<file path="src/hw/rtl/vbt_pkg.sv">
`default_nettype none
// ----------------------------------------------------------------------------
// vbt_pkg
// Shared types and constants of the box tracker.
// ----------------------------------------------------------------------------
package vbt_pkg;

    localparam int BOX_SLOTS = 8;
    localparam int SLOT_W    = $clog2(BOX_SLOTS);

    localparam logic [7:0] HDR_BYTE  = 8'hAA;
    localparam logic [7:0] END_BYTE  = 8'hFF;
    localparam logic [3:0] FRAME_LEN = 4'd10;

    localparam logic [1:0] OP_BYTE   = 2'd0;
    localparam logic [1:0] OP_TICK   = 2'd1;
    localparam logic [1:0] OP_CTRL   = 2'd2;
    localparam logic [1:0] OP_UNUSED = 2'd3;

    localparam logic [2:0] REG_IMG_W  = 3'd0;
    localparam logic [2:0] REG_TGT_W  = 3'd1;
    localparam logic [2:0] REG_STALE  = 3'd2;
    localparam logic [2:0] REG_ALIGN  = 3'd3;
    localparam logic [2:0] REG_MODE   = 3'd4;

    // Commands from controller to datapath.
    typedef struct packed {
        logic           take_byte;
        logic           tick_start;
        logic           slot_en;
        logic [SLOT_W-1:0] slot;
        logic           tick_end;
        logic           scan_start;
        logic           ctrl_finish;
    } vbt_cmd_t;

    // Input word held during work.
    typedef struct packed {
        logic [3:0]  next_mode;
        logic [15:0] cruise_speed;
        logic [7:0]  rx_byte;
    } vbt_item_t;

    typedef struct packed {
        logic [15:0] box_centre_x;
        logic [15:0] widest_box_width;
        logic        tracking_done;
        logic [3:0]  mode_code;
        logic [15:0] speed_cmd;
        logic [15:0] yaw_cmd;
    } vbt_res_t;

endpackage
`default_nettype wire

</file>
<file path="src/hw/rtl/vision_box_tracker.sv">
`default_nettype none
// ----------------------------------------------------------------------------
// vision_box_tracker
// Camera box deframer and tracker with an APB register port.
// ----------------------------------------------------------------------------
//  channel   direction  content
//  s_axis    in         op, rx_byte, cruise_speed, next_mode
//  m_axis    out        yaw, speed, mode, done, width, centre
//  apb       in/out     five setup registers
// A byte word is handled in the idle state. A tick and a control request walk
// the slots, one table entry a cycle; a control request also waits for output.
// Reset clears both box tables and all frame state at once.
// A result still waiting in the output register holds a control request in
// its last cycle, and the input stays blocked until that result moves on.
// ----------------------------------------------------------------------------
module vision_box_tracker
(
    input  wire logic        clk,
    input  wire logic        rst_n,
    input  wire logic        s_axis_tvalid,
    output logic             s_axis_tready,
    // [7:0] rx_byte, [23:8] cruise_speed, [27:24] next_mode
    input  wire logic [31:0] s_axis_tdata,
    // [1:0] op
    input  wire logic [1:0]  s_axis_tuser,
    output logic             m_axis_tvalid,
    input  wire logic        m_axis_tready,
    // [15:0] yaw, [31:16] speed, [35:32] mode, [51:36] width, [67:52] centre
    output logic [71:0]      m_axis_tdata,
    // [0] tracking_done
    output logic             m_axis_tuser,
    input  wire logic        psel,
    input  wire logic        penable,
    input  wire logic        pwrite,
    input  wire logic [4:0]  paddr,
    input  wire logic [31:0] pwdata,
    output logic [31:0]      prdata,
    output logic             pready
);
    import vbt_pkg::*;

    vbt_cmd_t   cmd;
    vbt_item_t  item_reg;
    vbt_res_t   res;
    logic [15:0] img_reg, tgt_reg, stale_reg, align_reg;
    logic [3:0]  mode_reg;
    logic        ov_reg;
    logic [71:0] od_reg;
    logic        ou_reg;
    logic        acc;
    logic [2:0]  ridx;

    assign pready = 1'b1;
    assign ridx   = paddr[4:2];
    assign acc    = s_axis_tvalid && s_axis_tready;

    // Register file.
    always_ff @(posedge clk or negedge rst_n)
    begin
        if (!rst_n)
        begin
            img_reg   <= 16'd320;
            tgt_reg   <= 16'd100;
            stale_reg <= 16'd50;
            align_reg <= '0;
            mode_reg  <= '0;
        end
        else if (psel && penable && pwrite)
        begin
            unique case (ridx)
                REG_IMG_W: img_reg   <= pwdata[15:0];
                REG_TGT_W: tgt_reg   <= pwdata[15:0];
                REG_STALE: stale_reg <= pwdata[15:0];
                REG_ALIGN: align_reg <= pwdata[15:0];
                REG_MODE:  mode_reg  <= pwdata[3:0];
                default: ;
            endcase
        end
    end

    always_comb
    begin
        unique case (ridx)
            REG_IMG_W: prdata = {16'd0, img_reg};
            REG_TGT_W: prdata = {16'd0, tgt_reg};
            REG_STALE: prdata = {16'd0, stale_reg};
            REG_ALIGN: prdata = {16'd0, align_reg};
            REG_MODE:  prdata = {28'd0, mode_reg};
            default:   prdata = '0;
        endcase
    end

    // Input word held for the datapath.
    vbt_item_t item_in;
    assign item_in = '{next_mode: s_axis_tdata[27:24],
                       cruise_speed: s_axis_tdata[23:8],
                       rx_byte: s_axis_tdata[7:0]};
    vbt_item_t item_cur;
    assign item_cur = acc ? item_in : item_reg;
    always_ff @(posedge clk)
    begin
        if (acc)
            item_reg <= item_in;
    end

    vbt_ctrl u_ctrl
    (
        .clk      (clk),
        .rst_n    (rst_n),
        .in_valid (s_axis_tvalid),
        .in_op    (s_axis_tuser),
        .in_ready (s_axis_tready),
        .out_free (!ov_reg || m_axis_tready),
        .cmd      (cmd)
    );

    vbt_dp u_dp
    (
        .clk              (clk),
        .rst_n            (rst_n),
        .cmd              (cmd),
        .item             (item_cur),
        .image_width      (img_reg),
        .target_box_width (tgt_reg),
        .stale_ticks      (stale_reg),
        .align_speed      (align_reg),
        .track_mode_code  (mode_reg),
        .res              (res)
    );

    // Output register.
    always_ff @(posedge clk or negedge rst_n)
    begin
        if (!rst_n)
            ov_reg <= 1'b0;
        else if (cmd.ctrl_finish)
            ov_reg <= 1'b1;
        else if (m_axis_tready)
            ov_reg <= 1'b0;
    end

    always_ff @(posedge clk)
    begin
        if (cmd.ctrl_finish)
        begin
            od_reg <= {4'd0, res.box_centre_x, res.widest_box_width,
                       res.mode_code, res.speed_cmd, res.yaw_cmd};
            ou_reg <= res.tracking_done;
        end
    end

    assign m_axis_tvalid = ov_reg;
    assign m_axis_tdata  = od_reg;
    assign m_axis_tuser  = ou_reg;

`ifndef NO_ASSERTIONS
    // Finishing a control job never overwrites a waiting result.
    a_no_overwrite: assert property (@(posedge clk) disable iff (!rst_n)
        cmd.ctrl_finish |-> (!ov_reg || m_axis_tready))
        else $error("result overwritten");
    // Input is not taken while a job walks the slots.
    a_busy: assert property (@(posedge clk) disable iff (!rst_n)
        cmd.slot_en |-> !s_axis_tready)
        else $error("input taken while busy");
    // A completed control job always raises the output valid.
    a_valid: assert property (@(posedge clk) disable iff (!rst_n)
        cmd.ctrl_finish |=> m_axis_tvalid)
        else $error("result lost");
`endif

endmodule
`default_nettype wire

</file>
<file path="src/hw/rtl/vbt_ctrl.sv">
`default_nettype none
// ----------------------------------------------------------------------------
// vbt_ctrl
// Sequencer: accepts a word, steps the datapath through slots, and hands the
// control result to the output register.
// ----------------------------------------------------------------------------
module vbt_ctrl
(
    input  wire logic                clk,
    input  wire logic                rst_n,
    input  wire logic                in_valid,
    input  wire logic [1:0]          in_op,
    output logic                     in_ready,
    input  wire logic                out_free,
    output vbt_pkg::vbt_cmd_t        cmd
);
    import vbt_pkg::*;

    typedef enum logic [3:0] {
        ST_IDLE = 4'b0001,
        ST_TICK = 4'b0010,
        ST_SCAN = 4'b0100,
        ST_DONE = 4'b1000
    } state_t;

    state_t            state_reg, state_next;
    logic [SLOT_W-1:0] slot_reg, slot_next;
    logic              last;
    logic              kind_reg, kind_next;

    assign last     = (slot_reg == SLOT_W'(BOX_SLOTS - 1));
    assign in_ready = (state_reg == ST_IDLE);

    // Next state and commands.
    always_comb
    begin
        state_next = state_reg;
        slot_next  = slot_reg;
        cmd        = '0;
        cmd.slot   = slot_reg;
        unique case (state_reg)
            ST_IDLE:
            begin
                slot_next = '0;
                if (in_valid)
                begin
                    unique case (in_op)
                        OP_BYTE: cmd.take_byte = 1'b1;
                        OP_TICK:
                        begin
                            cmd.tick_start = 1'b1;
                            state_next = ST_TICK;
                        end
                        OP_CTRL:
                        begin
                            cmd.scan_start = 1'b1;
                            state_next = ST_SCAN;
                        end
                        // The unused code is taken and dropped.
                        OP_UNUSED: ;
                    endcase
                end
            end
            ST_TICK:
            begin
                cmd.slot_en = 1'b1;
                slot_next   = slot_reg + 1'b1;
                if (last)
                    state_next = ST_DONE;
            end
            ST_SCAN:
            begin
                cmd.slot_en = 1'b1;
                slot_next   = slot_reg + 1'b1;
                if (last)
                    state_next = ST_DONE;
            end
            ST_DONE:
            begin
                // Tick finishes at once; a control result waits for the output.
                if (kind_reg)
                begin
                    if (out_free)
                    begin
                        cmd.ctrl_finish = 1'b1;
                        state_next = ST_IDLE;
                    end
                end
                else
                begin
                    cmd.tick_end = 1'b1;
                    state_next = ST_IDLE;
                end
            end
            default: state_next = ST_IDLE;
        endcase
    end

    // Remembers whether the current job is a control request.
    always_comb
    begin
        kind_next = kind_reg;
        if (cmd.scan_start)
            kind_next = 1'b1;
        else if (cmd.tick_start)
            kind_next = 1'b0;
    end

    always_ff @(posedge clk or negedge rst_n)
    begin
        if (!rst_n)
        begin
            state_reg <= ST_IDLE;
            slot_reg  <= '0;
            kind_reg  <= 1'b0;
        end
        else
        begin
            state_reg <= state_next;
            slot_reg  <= slot_next;
            kind_reg  <= kind_next;
        end
    end

endmodule
`default_nettype wire

</file>
<file path="src/hw/rtl/vbt_dp.sv">
`default_nettype none
// ----------------------------------------------------------------------------
// vbt_dp
// Datapath: frame assembly, box tables, stale timer, widest box scan and the
// steering arithmetic.
// ----------------------------------------------------------------------------
module vbt_dp
(
    input  wire logic               clk,
    input  wire logic               rst_n,
    input  wire vbt_pkg::vbt_cmd_t  cmd,
    input  wire vbt_pkg::vbt_item_t item,
    input  wire logic [15:0]        image_width,
    input  wire logic [15:0]        target_box_width,
    input  wire logic [15:0]        stale_ticks,
    input  wire logic [15:0]        align_speed,
    input  wire logic [3:0]         track_mode_code,
    output vbt_pkg::vbt_res_t       res
);
    import vbt_pkg::*;

    logic [3:0]  cnt_reg, cnt_next;
    logic [7:0]  hdr_reg, hdr_next;
    logic [7:0]  fslot_reg, fslot_next;
    logic [63:0] pay_reg, pay_next;
    logic [63:0] rcv_reg [BOX_SLOTS];
    logic [63:0] acc_reg [BOX_SLOTS];
    logic [15:0] timer_reg;
    logic        run_reg;
    logic [4:0]  settle_reg;
    logic [15:0] best_reg;
    logic [SLOT_W-1:0] sel_reg;
    logic        store;
    logic [63:0] pay_shift;
    logic        tick_mode_reg;

    // Frame assembly.
    always_comb
    begin
        cnt_next   = cnt_reg;
        hdr_next   = hdr_reg;
        fslot_next = fslot_reg;
        pay_next   = pay_reg;
        store      = 1'b0;
        pay_shift  = 64'hFF << {cnt_reg[2:0] - 3'd2, 3'b000};
        if (cmd.take_byte)
        begin
            if (cnt_reg == 4'd0)
                hdr_next = item.rx_byte;
            else if (cnt_reg == 4'd1)
                fslot_next = item.rx_byte;
            else if (cnt_reg < FRAME_LEN)
                pay_next = (pay_reg & ~pay_shift)
                    | (64'(item.rx_byte) << {cnt_reg[2:0] - 3'd2, 3'b000});
            if (cnt_reg != 4'd15)
                cnt_next = cnt_reg + 4'd1;
            if (item.rx_byte == END_BYTE)
            begin
                store = (cnt_next >= FRAME_LEN) && (hdr_next == HDR_BYTE)
                    && (fslot_next < 8'(BOX_SLOTS));
                cnt_next = 4'd0;
            end
        end
    end

    // Tables and timer.
    logic        cur_diff;
    logic        clear_now;
    assign cur_diff  = (rcv_reg[cmd.slot] != acc_reg[cmd.slot]);
    assign clear_now = cmd.tick_end && (timer_reg > stale_ticks);

    always_ff @(posedge clk or negedge rst_n)
    begin
        if (!rst_n)
        begin
            cnt_reg   <= '0;
            hdr_reg   <= '0;
            fslot_reg <= '0;
            pay_reg   <= '0;
            timer_reg <= '0;
            run_reg   <= 1'b0;
            for (int i = 0; i < BOX_SLOTS; i++)
            begin
                rcv_reg[i] <= '0;
                acc_reg[i] <= '0;
            end
        end
        else
        begin
            cnt_reg   <= cnt_next;
            hdr_reg   <= hdr_next;
            fslot_reg <= fslot_next;
            pay_reg   <= pay_next;
            if (store)
                rcv_reg[fslot_next[SLOT_W-1:0]] <= pay_next;
            if (cmd.tick_start && run_reg && timer_reg != 16'hFFFF)
                timer_reg <= timer_reg + 16'd1;
            if (cmd.slot_en && !cmd.scan_start && tick_mode_reg && cur_diff)
            begin
                acc_reg[cmd.slot] <= rcv_reg[cmd.slot];
                timer_reg <= '0;
                run_reg   <= 1'b1;
            end
            if (clear_now)
            begin
                for (int i = 0; i < BOX_SLOTS; i++)
                begin
                    rcv_reg[i] <= '0;
                    acc_reg[i] <= '0;
                end
            end
        end
    end

    // Which job the slot walk belongs to.
    always_ff @(posedge clk or negedge rst_n)
    begin
        if (!rst_n)
            tick_mode_reg <= 1'b0;
        else if (cmd.tick_start)
            tick_mode_reg <= 1'b1;
        else if (cmd.scan_start)
            tick_mode_reg <= 1'b0;
    end

    // Widest box scan, one slot a cycle.
    logic [15:0] w_cur;
    assign w_cur = acc_reg[cmd.slot][31:16] - acc_reg[cmd.slot][15:0];
    always_ff @(posedge clk)
    begin
        if (cmd.scan_start)
        begin
            best_reg <= '0;
            sel_reg  <= '0;
        end
        else if (cmd.slot_en && !tick_mode_reg && w_cur > best_reg)
        begin
            best_reg <= w_cur;
            sel_reg  <= cmd.slot;
        end
    end

    // Steering arithmetic on the chosen box.
    logic [16:0] centre_w;
    logic [15:0] centre;
    logic signed [17:0] err, aerr;
    logic signed [17:0] tgt;
    logic [4:0]  settle_next;
    logic [15:0] x1;

    always_comb
    begin
        x1       = acc_reg[sel_reg][15:0];
        centre_w = {1'b0, x1} + {2'b00, best_reg[15:1]};
        centre   = centre_w[16] ? 16'hFFFF : centre_w[15:0];
        err      = $signed({2'b00, centre}) - $signed({3'b000, image_width[15:1]});
        aerr     = err[17] ? -err : err;
        tgt      = $signed({2'b00, target_box_width}) - 18'sd4;
        settle_next = settle_reg;
        res.widest_box_width = best_reg;
        res.box_centre_x     = centre;
        res.mode_code        = track_mode_code;
        res.tracking_done    = 1'b0;
        if ($signed({2'b00, best_reg}) < tgt)
        begin
            res.yaw_cmd   = (err > 18'sd32767) ? 16'h7FFF : err[15:0];
            res.speed_cmd = item.cruise_speed;
        end
        else if (aerr > 18'sd5)
        begin
            res.yaw_cmd   = err[17] ? 16'hFFA6 : 16'd90;
            res.speed_cmd = align_speed;
            if (aerr <= 18'sd8)
                settle_next = settle_reg + 5'd1;
        end
        else
        begin
            res.yaw_cmd       = '0;
            res.speed_cmd     = '0;
            res.mode_code     = item.next_mode;
            res.tracking_done = 1'b1;
            settle_next       = '0;
        end
        if (settle_next > 5'd10)
        begin
            res.yaw_cmd       = '0;
            res.speed_cmd     = '0;
            res.mode_code     = item.next_mode;
            res.tracking_done = 1'b1;
            settle_next       = '0;
        end
    end

    always_ff @(posedge clk or negedge rst_n)
    begin
        if (!rst_n)
            settle_reg <= '0;
        else if (cmd.ctrl_finish)
            settle_reg <= settle_next;
    end

endmodule
`default_nettype wire

</file>
<file path="config.mk">
export PLATFORM = sky130hd
export DESIGN_NAME = vision_box_tracker
export DESIGN_NICKNAME = d
export VERILOG_FILES = /design/src/hw/rtl/vbt_pkg.sv /design/src/hw/rtl/vision_box_tracker.sv /design/src/hw/rtl/vbt_ctrl.sv /design/src/hw/rtl/vbt_dp.sv
export SDC_FILE = /design/constraint.sdc
export NUM_CORES = 2
export LEC_CHECK = 0
export ABC_AREA = 1
export ABC_CLOCK_PERIOD_IN_PS = 20500
export BUFFER_PORTS_ARGS = -buffer_cell sky130_fd_sc_hd__buf_2
export CORE_MARGIN = 3
export CORE_UTILIZATION = 25
export DETAILED_ROUTE_END_ITERATION = 6
export PLACE_DENSITY = 0.37
export SYNTH_ARGS = -nofsm -noshare
export SYNTH_HDL_FRONTEND = slang
export SYNTH_SLANG_ARGS = --single-unit
</file>
<file path="constraint.sdc">
create_clock -name clk -period 20.5 [get_ports clk]
set_clock_uncertainty 0.15 [all_clocks]
set_input_delay 2.05 -clock clk [delete_from_list [all_inputs] [get_ports clk]]
set_output_delay 2.05 -clock clk [all_outputs]
set_load 0.1 [all_outputs]
</file>
==> Word level (Yosys, flattened, before mapping) <==
Index checks and enable logic that the tools add are counted.
{ "totals": {"ff_bits": 1324, "in_bits": 78, "wordCells": 208} }
{ "classes": {"n_addsub": 10, "n_lt_le_gt_ge": 15, "eq_ne": 21, "shifts": 2, "mux": 77, "bitwise_logic": 6, "n_reduce_logical": 35} }
{ "op_table": {"columns": ["cell", "count"], "rows": [
  ["$mux 512", 4],
  ["$bwmux 512", 2],
  ["$mux 64", 10],
  ["$bmux 64 s3", 3],
  ["$demux 64 s3", 2],
  ["$mux 16", 7],
  ["$pmux 16 s5", 1],
  ["$and 64x64->64", 1],
  ["$mux 32", 2],
  ["$ne 64x64->1", 1],
  ["$not 64->64", 1],
  ["$or 64x64->64", 1],
  ["$shl 8x6->64", 1],
  ["$shl 8x6->64 const A", 1],
  ["$mux 8", 5],
  ["$mux 36", 1],
  ["$gt 16x16->1", 2],
  ["$mux 5", 6],
  ["$mux 28", 1],
  ["$mux 4", 7],
  ["$mux 1", 19],
  ["$gt 18x16->1 const B", 1],
  ["$gt 18x4->1 const B", 1],
  ["$le 18x5->1 const B", 1],
  ["other kinds (49)", 85]
]} }

==> Longest topological paths before layout <==
{ "logic_depth": {"word_depth": 15, "depth_mapped": 51} }

==> By module <==
Synthesis repeated with hierarchy kept, for this count alone.
{ "hier_totals": {"hier_cells": 7666, "hier_area_um2": 64852.2} }
{ "by_module_without_submodules": {"columns": ["mod", "n_inst", "cells_each", "area_each_um2"], "rows": [
  ["vbt_dp", 1, 7045, 57772.9],
  ["vision_box_tracker", 1, 553, 6547.5],
  ["vbt_ctrl", 1, 68, 531.8]
]} }

==> Worst setup path before layout <==
Ideal clock, no wire load.
{ "synth_timing": {"kind": "register to register", "start": "reg u_dp.sel_reg[0]", "end": "reg od_reg[0], in the netlist m_axis_tdata[0], data pin", "setup_ns": 0.269, "t_arrival_ns": 6.037, "required_time_ns": 20.081, "slack_ns": 14.044, "stages_incl_launch_ff": 45, "n_path_buf": 6, "synth_period_minus_slack_ns": 6.456, "cell_sequence": "dfxtp_1 > clkbuf_2 > inv_1 > clkbuf_1 > clkbuf_1 > o21ai_0 > a21oi_1 > a31oi_1 > ha_1 > fa_1 > nand3_1 > nand2_1 > nand2_1 > nand2_1 > nand2_1 > nand3_1 > nand2_1 > buf_2 > [... 9 more ...] > nand2_1 > nand3_1 > nor2_1 > buf_4 > nand3_1 > nand2_1 > nand2_1 > nor2_1 > nand2_1 > nor2_1 > nand3_1 > nor2_1 > nand3_1 > nand2_1 > nand3_2 > nand2_4 > buf_2 > nor3_1"} }
{ "synth_rtl": {"columns": ["element", "line_no", "rtl"], "rows": [
  ["start: declaration", "vbt_dp.sv:32", "logic [SLOT_W-1:0] sel_reg;"],
  ["start signal: assignment", "vbt_dp.sv:139", "sel_reg <= cmd.slot;"],
  ["end signal: assignment", "vision_box_tracker.sv:146", "od_reg <= {4'd0, res.box_centre_x, res.widest_box_width,"],
  ["end: declaration", "vision_box_tracker.sv:48", "logic [71:0] od_reg;"]
]} }

==> Worst setup path after layout <==
{ "layout_timing": {"start": "reg u_dp.sel_reg[0]", "end": "reg od_reg[0], in the netlist m_axis_tdata[0], data pin"} }
{ "layout_between": {"elab_chain_len": 14} }
{ "layout_lines": {"columns": ["element", "line_no", "rtl"], "rows": [
  ["$not 3->4 (implied by the code) *", "vbt_dp.sv:153", "x1 = acc_reg[sel_reg][15:0];"],
  ["$bmux 64 s3 *", "vbt_dp.sv:153", null],
  ["$mux 16 (implied by the code) * (2 in a row)", "vbt_dp.sv:153", null],
  ["$add 16x15->17 *", "vbt_dp.sv:154", "centre_w = {1'b0, x1} + {2'b00, best_reg[15:1]};"],
  ["$mux 16 *", "vbt_dp.sv:155", "centre = centre_w[16] ? 16'hFFFF : centre_w[15:0];"],
  ["$sub 16x15->17 *", "vbt_dp.sv:156", "err = $signed({2'b00, centre}) - $signed({3'b000, image_width[15:1]});"],
  ["$neg 18->18", "vbt_dp.sv:157", "aerr = err[17] ? -err : err;"],
  ["$mux 18", "vbt_dp.sv:157", null],
  ["$le 18x5->1", "vbt_dp.sv:173", "if (aerr <= 18'sd8)"],
  ["$mux 5", "vbt_dp.sv:173", null],
  ["$mux 5", "vbt_dp.sv:169", "else if (aerr > 18'sd5)"],
  ["$mux 5", "vbt_dp.sv:164", "if ($signed({2'b00, best_reg}) < tgt)"],
  ["$gt 5x4->1", "vbt_dp.sv:184", "if (settle_next > 5'd10)"]
]} }
Every way passes the cells marked *; elsewhere a longest branch is shown, timed or not. The select of a mux whose other input is x is not followed.
A chain may end at the register's enable or synchronous reset.

==> impl_results.md <==
* Status: completed
* Worst-path clk slew at 0.06 ns
* Max Fclk at 106 MHz
* Postcts setup bufs at 0
* Kind of cell adding the most delay to the critical path: simple AND/OR/NAND/NOR gates
* Final setup viols at 0
* Final ANT Viol Nets at 0
* Port Buffers at 142
* Post-route setup TNS at 0 ns
* Mapped Cells at 7279
* Worst-margin pin slew at 1.16 ns
* Starting Density at 0.253
* Fillers at 26628
* Vert. Die Dim at 508 um
* Buf/Inv on CP at 5
* Mapped Avg Cell Area at 8.67 um2
* Chip width at 508 um
* Asr flop ratio synth at 0.912
* First-pass GRT wire length at 378 mm
* R2R depth at 41
* Largest net degree at the start of global routing at 137
* Max cap viols at 0
* Routed WL at 257 mm
* Crit path top cell by count: nand2_1
* Startpoint types: flip-flop
* Synth unique cells at 54
* Slowest cell on the critical path: nor2_2
* Hold Crit Depth at 2
* Seq. cell area at 33300 um2
* Hold crit path type: reg -> reg
* CP max FO at 64
* Core ar. at 250000 um2
* Final Util at 0.290
* Initial antenna violation count at 11
* Synth warn at 0
* Nets at 7382
* Pwr Density at 116 nW/um2
* I/O pins at 186
* Req. time, crit path at 20.85 ns
* CTS buffer count at 162
* Area contributors post-synth: dfrtp_1, nand2_1, nand3_1
* Max Root-Sink Buffers at 3
* GR Util All Layers at 0.195
* Placed cells at 10363
* Top-area cell type share of the netlist area at 0.475
* Area occupied by multi-input gates at 25600 um2
* Initial drt markers at 4594
* Static Leak at 32.4 nW
* Area Overhead vs Synth at 14.6%
* Netlist Area Pre-Place at 63100 um2
* Routability congestion estimate at 0.802
* Cts repair resizes at 0
* CTS tree: yes
* Max-slew violation count at 0
* DR pass1 iterations at 6
* Max incr delay on CP at 0.73 ns
* Sequential-to-total area share from yosys stat at 0.527
* CTS Sinks at 1324
* Number of flops mapped to enable cells by yosys at 69
* Period utilization at 0.460
* Minimum clock period at 9.43 ns
* Die ar. at 259000 um2
* Final hold violations at 0
* Aggregate global routing overflow at 0
* Yosys reg bits at 1324
* H-tree depth at 4
* Cell with the most instances after synthesis: nand2_1
* Post-synth top area cell: dfrtp_1
* Share of layout cells above drive strength 1 at 0.0800
* Finished Layout Cells at 10665
* Rows at 183
* Vias in the first global route at 53256
* Peak supply drop at 0.0884 mV
* Pwr Total at 8.37 mW
* Critical path type: reg -> reg
* RSZ-0062 raised after global routing: false
* Synth top cells by count: nand2_1, dfrtp_1, nand3_1
* Cell depth of the worst setup path at 41
* Worst relative slew slack at 0.226
* # DRC at 0
* Drt wl/cell at 24.1 um
* Via density at 5.07
* Worst Setup End Kind: flip-flop
* Top FF cell, synth: dfrtp_1
* Latest clock arrival within the worst-skew pair at 0.82 ns
* CP arrival at 9.78 ns
* Clk root buf: clkbuf_16
* DP HPWL at 159 mm
* Via count at 54084
* Post-CTS Hold Buffers at 0
-- worst paths after layout --
check	start	endpoint	slack (ns)
worst max-delay path	u_dp.sel_reg[0]	m_axis_tdata[0]	11.07
worst min-delay path	item_reg[18]	item_reg[18]	0.30
worst max register to register	u_dp.sel_reg[0]	m_axis_tdata[0]	11.07
worst min register to register	item_reg[18]	item_reg[18]	0.30
max in group asynchronous	rst_n	u_dp.acc_reg[227]	14.55
min in group asynchronous	rst_n	u_dp.acc_reg[120]	1.11
-- layer usage --
| layer | up-vias | global-route usage | part of all wire |
|---|---|---|---|
| li1 | 25018 | - | - |
| met1 | 27272 | 0.271 | 0.46 |
| met2 | 1462 | 0.317 | 0.46 |
| met3 | 328 | 0.0259 | 0.046 |
| met4 | 4 | 0.0543 | 0.027 |
| met5 | - | 0 | 0.000089 |
-- cell usage in the layout, fill, tap and decap left out, types with 15 or more instances in the layout --
cell          n
inv_1       613
or2_2        17
nor3_1       30
nand2_1    1395
conb_1       21
clkbuf_16   168
o21ai_1      30
buf_2       141
xor2_1       61
edfxtp_1     69
nor2_1      169
o21ai_0     909
dfxtp_1      46
nand3_1     961
buf_4       117
clkbuf_1     59
nand4_1     101
xnor2_1      49
ha_1        104
a31oi_1      23
clkbuf_8     38
a22o_1       15
nand3_4      21
o2bb2ai_1    18
a221oi_1    179
a21oi_1     176
o22ai_1     353
a22oi_1      85
dfrtp_1    1199
-- per-stage QoR --
stage          hold WS, ns  worst slack, ns  area, um2
6_report             0.300            11.07      72400
5_1_grt              0.322            10.24      72300
4_1_cts              0.302            10.92      72300
3_5_place_dp         0.287            10.93      67000
3_3_place_gp         0.289            10.93      67000
2_1_floorplan        0.273            14.04      63200
-- power by group --
group	switching [mW]	internal (mW)	total, mW
clock	1.20	1.71	2.91
combinational	1.93	0.624	2.55
sequential	0.110	2.80	2.91
-- logic make-up (layout without fill, tap and decap cells) --
family / after synthesis / in the layout / synth area share
AO/OA/AOI/OAI: 1832 / 1832 / 0.171
adder cells (fa/ha/maj): 107 / 107 / 0.0216
buffers and inverters: 1157 / 1187 / 0.0735
XOR/XNOR: 111 / 111 / 0.0154
other: 2 / 28 / 0.000119
AND/OR/NAND/NOR: 2746 / 2746 / 0.192
flip-flops: 1324 / 1324 / 0.527
-- cell type report --
class | count | area share
multi-input cells | 4817 | 0.353
clock inverters | 30 | 0.00508
flip-flops and latches | 1324 | 0.460
clock buffers | 265 | 0.0684
well taps | 3330 | 0.0576
inverters | 631 | 0.0331
diodes | 7 | 0.000242
repair buffers | 261 | 0.0227
-- worst min-delay path, cell delays in order (launching register included) --
cell	delay, ns
dfxtp_1	0.30
nand2_1	0.04
nand2_1	0.07
Note: power is estimated with default switching activity, not from simulation.
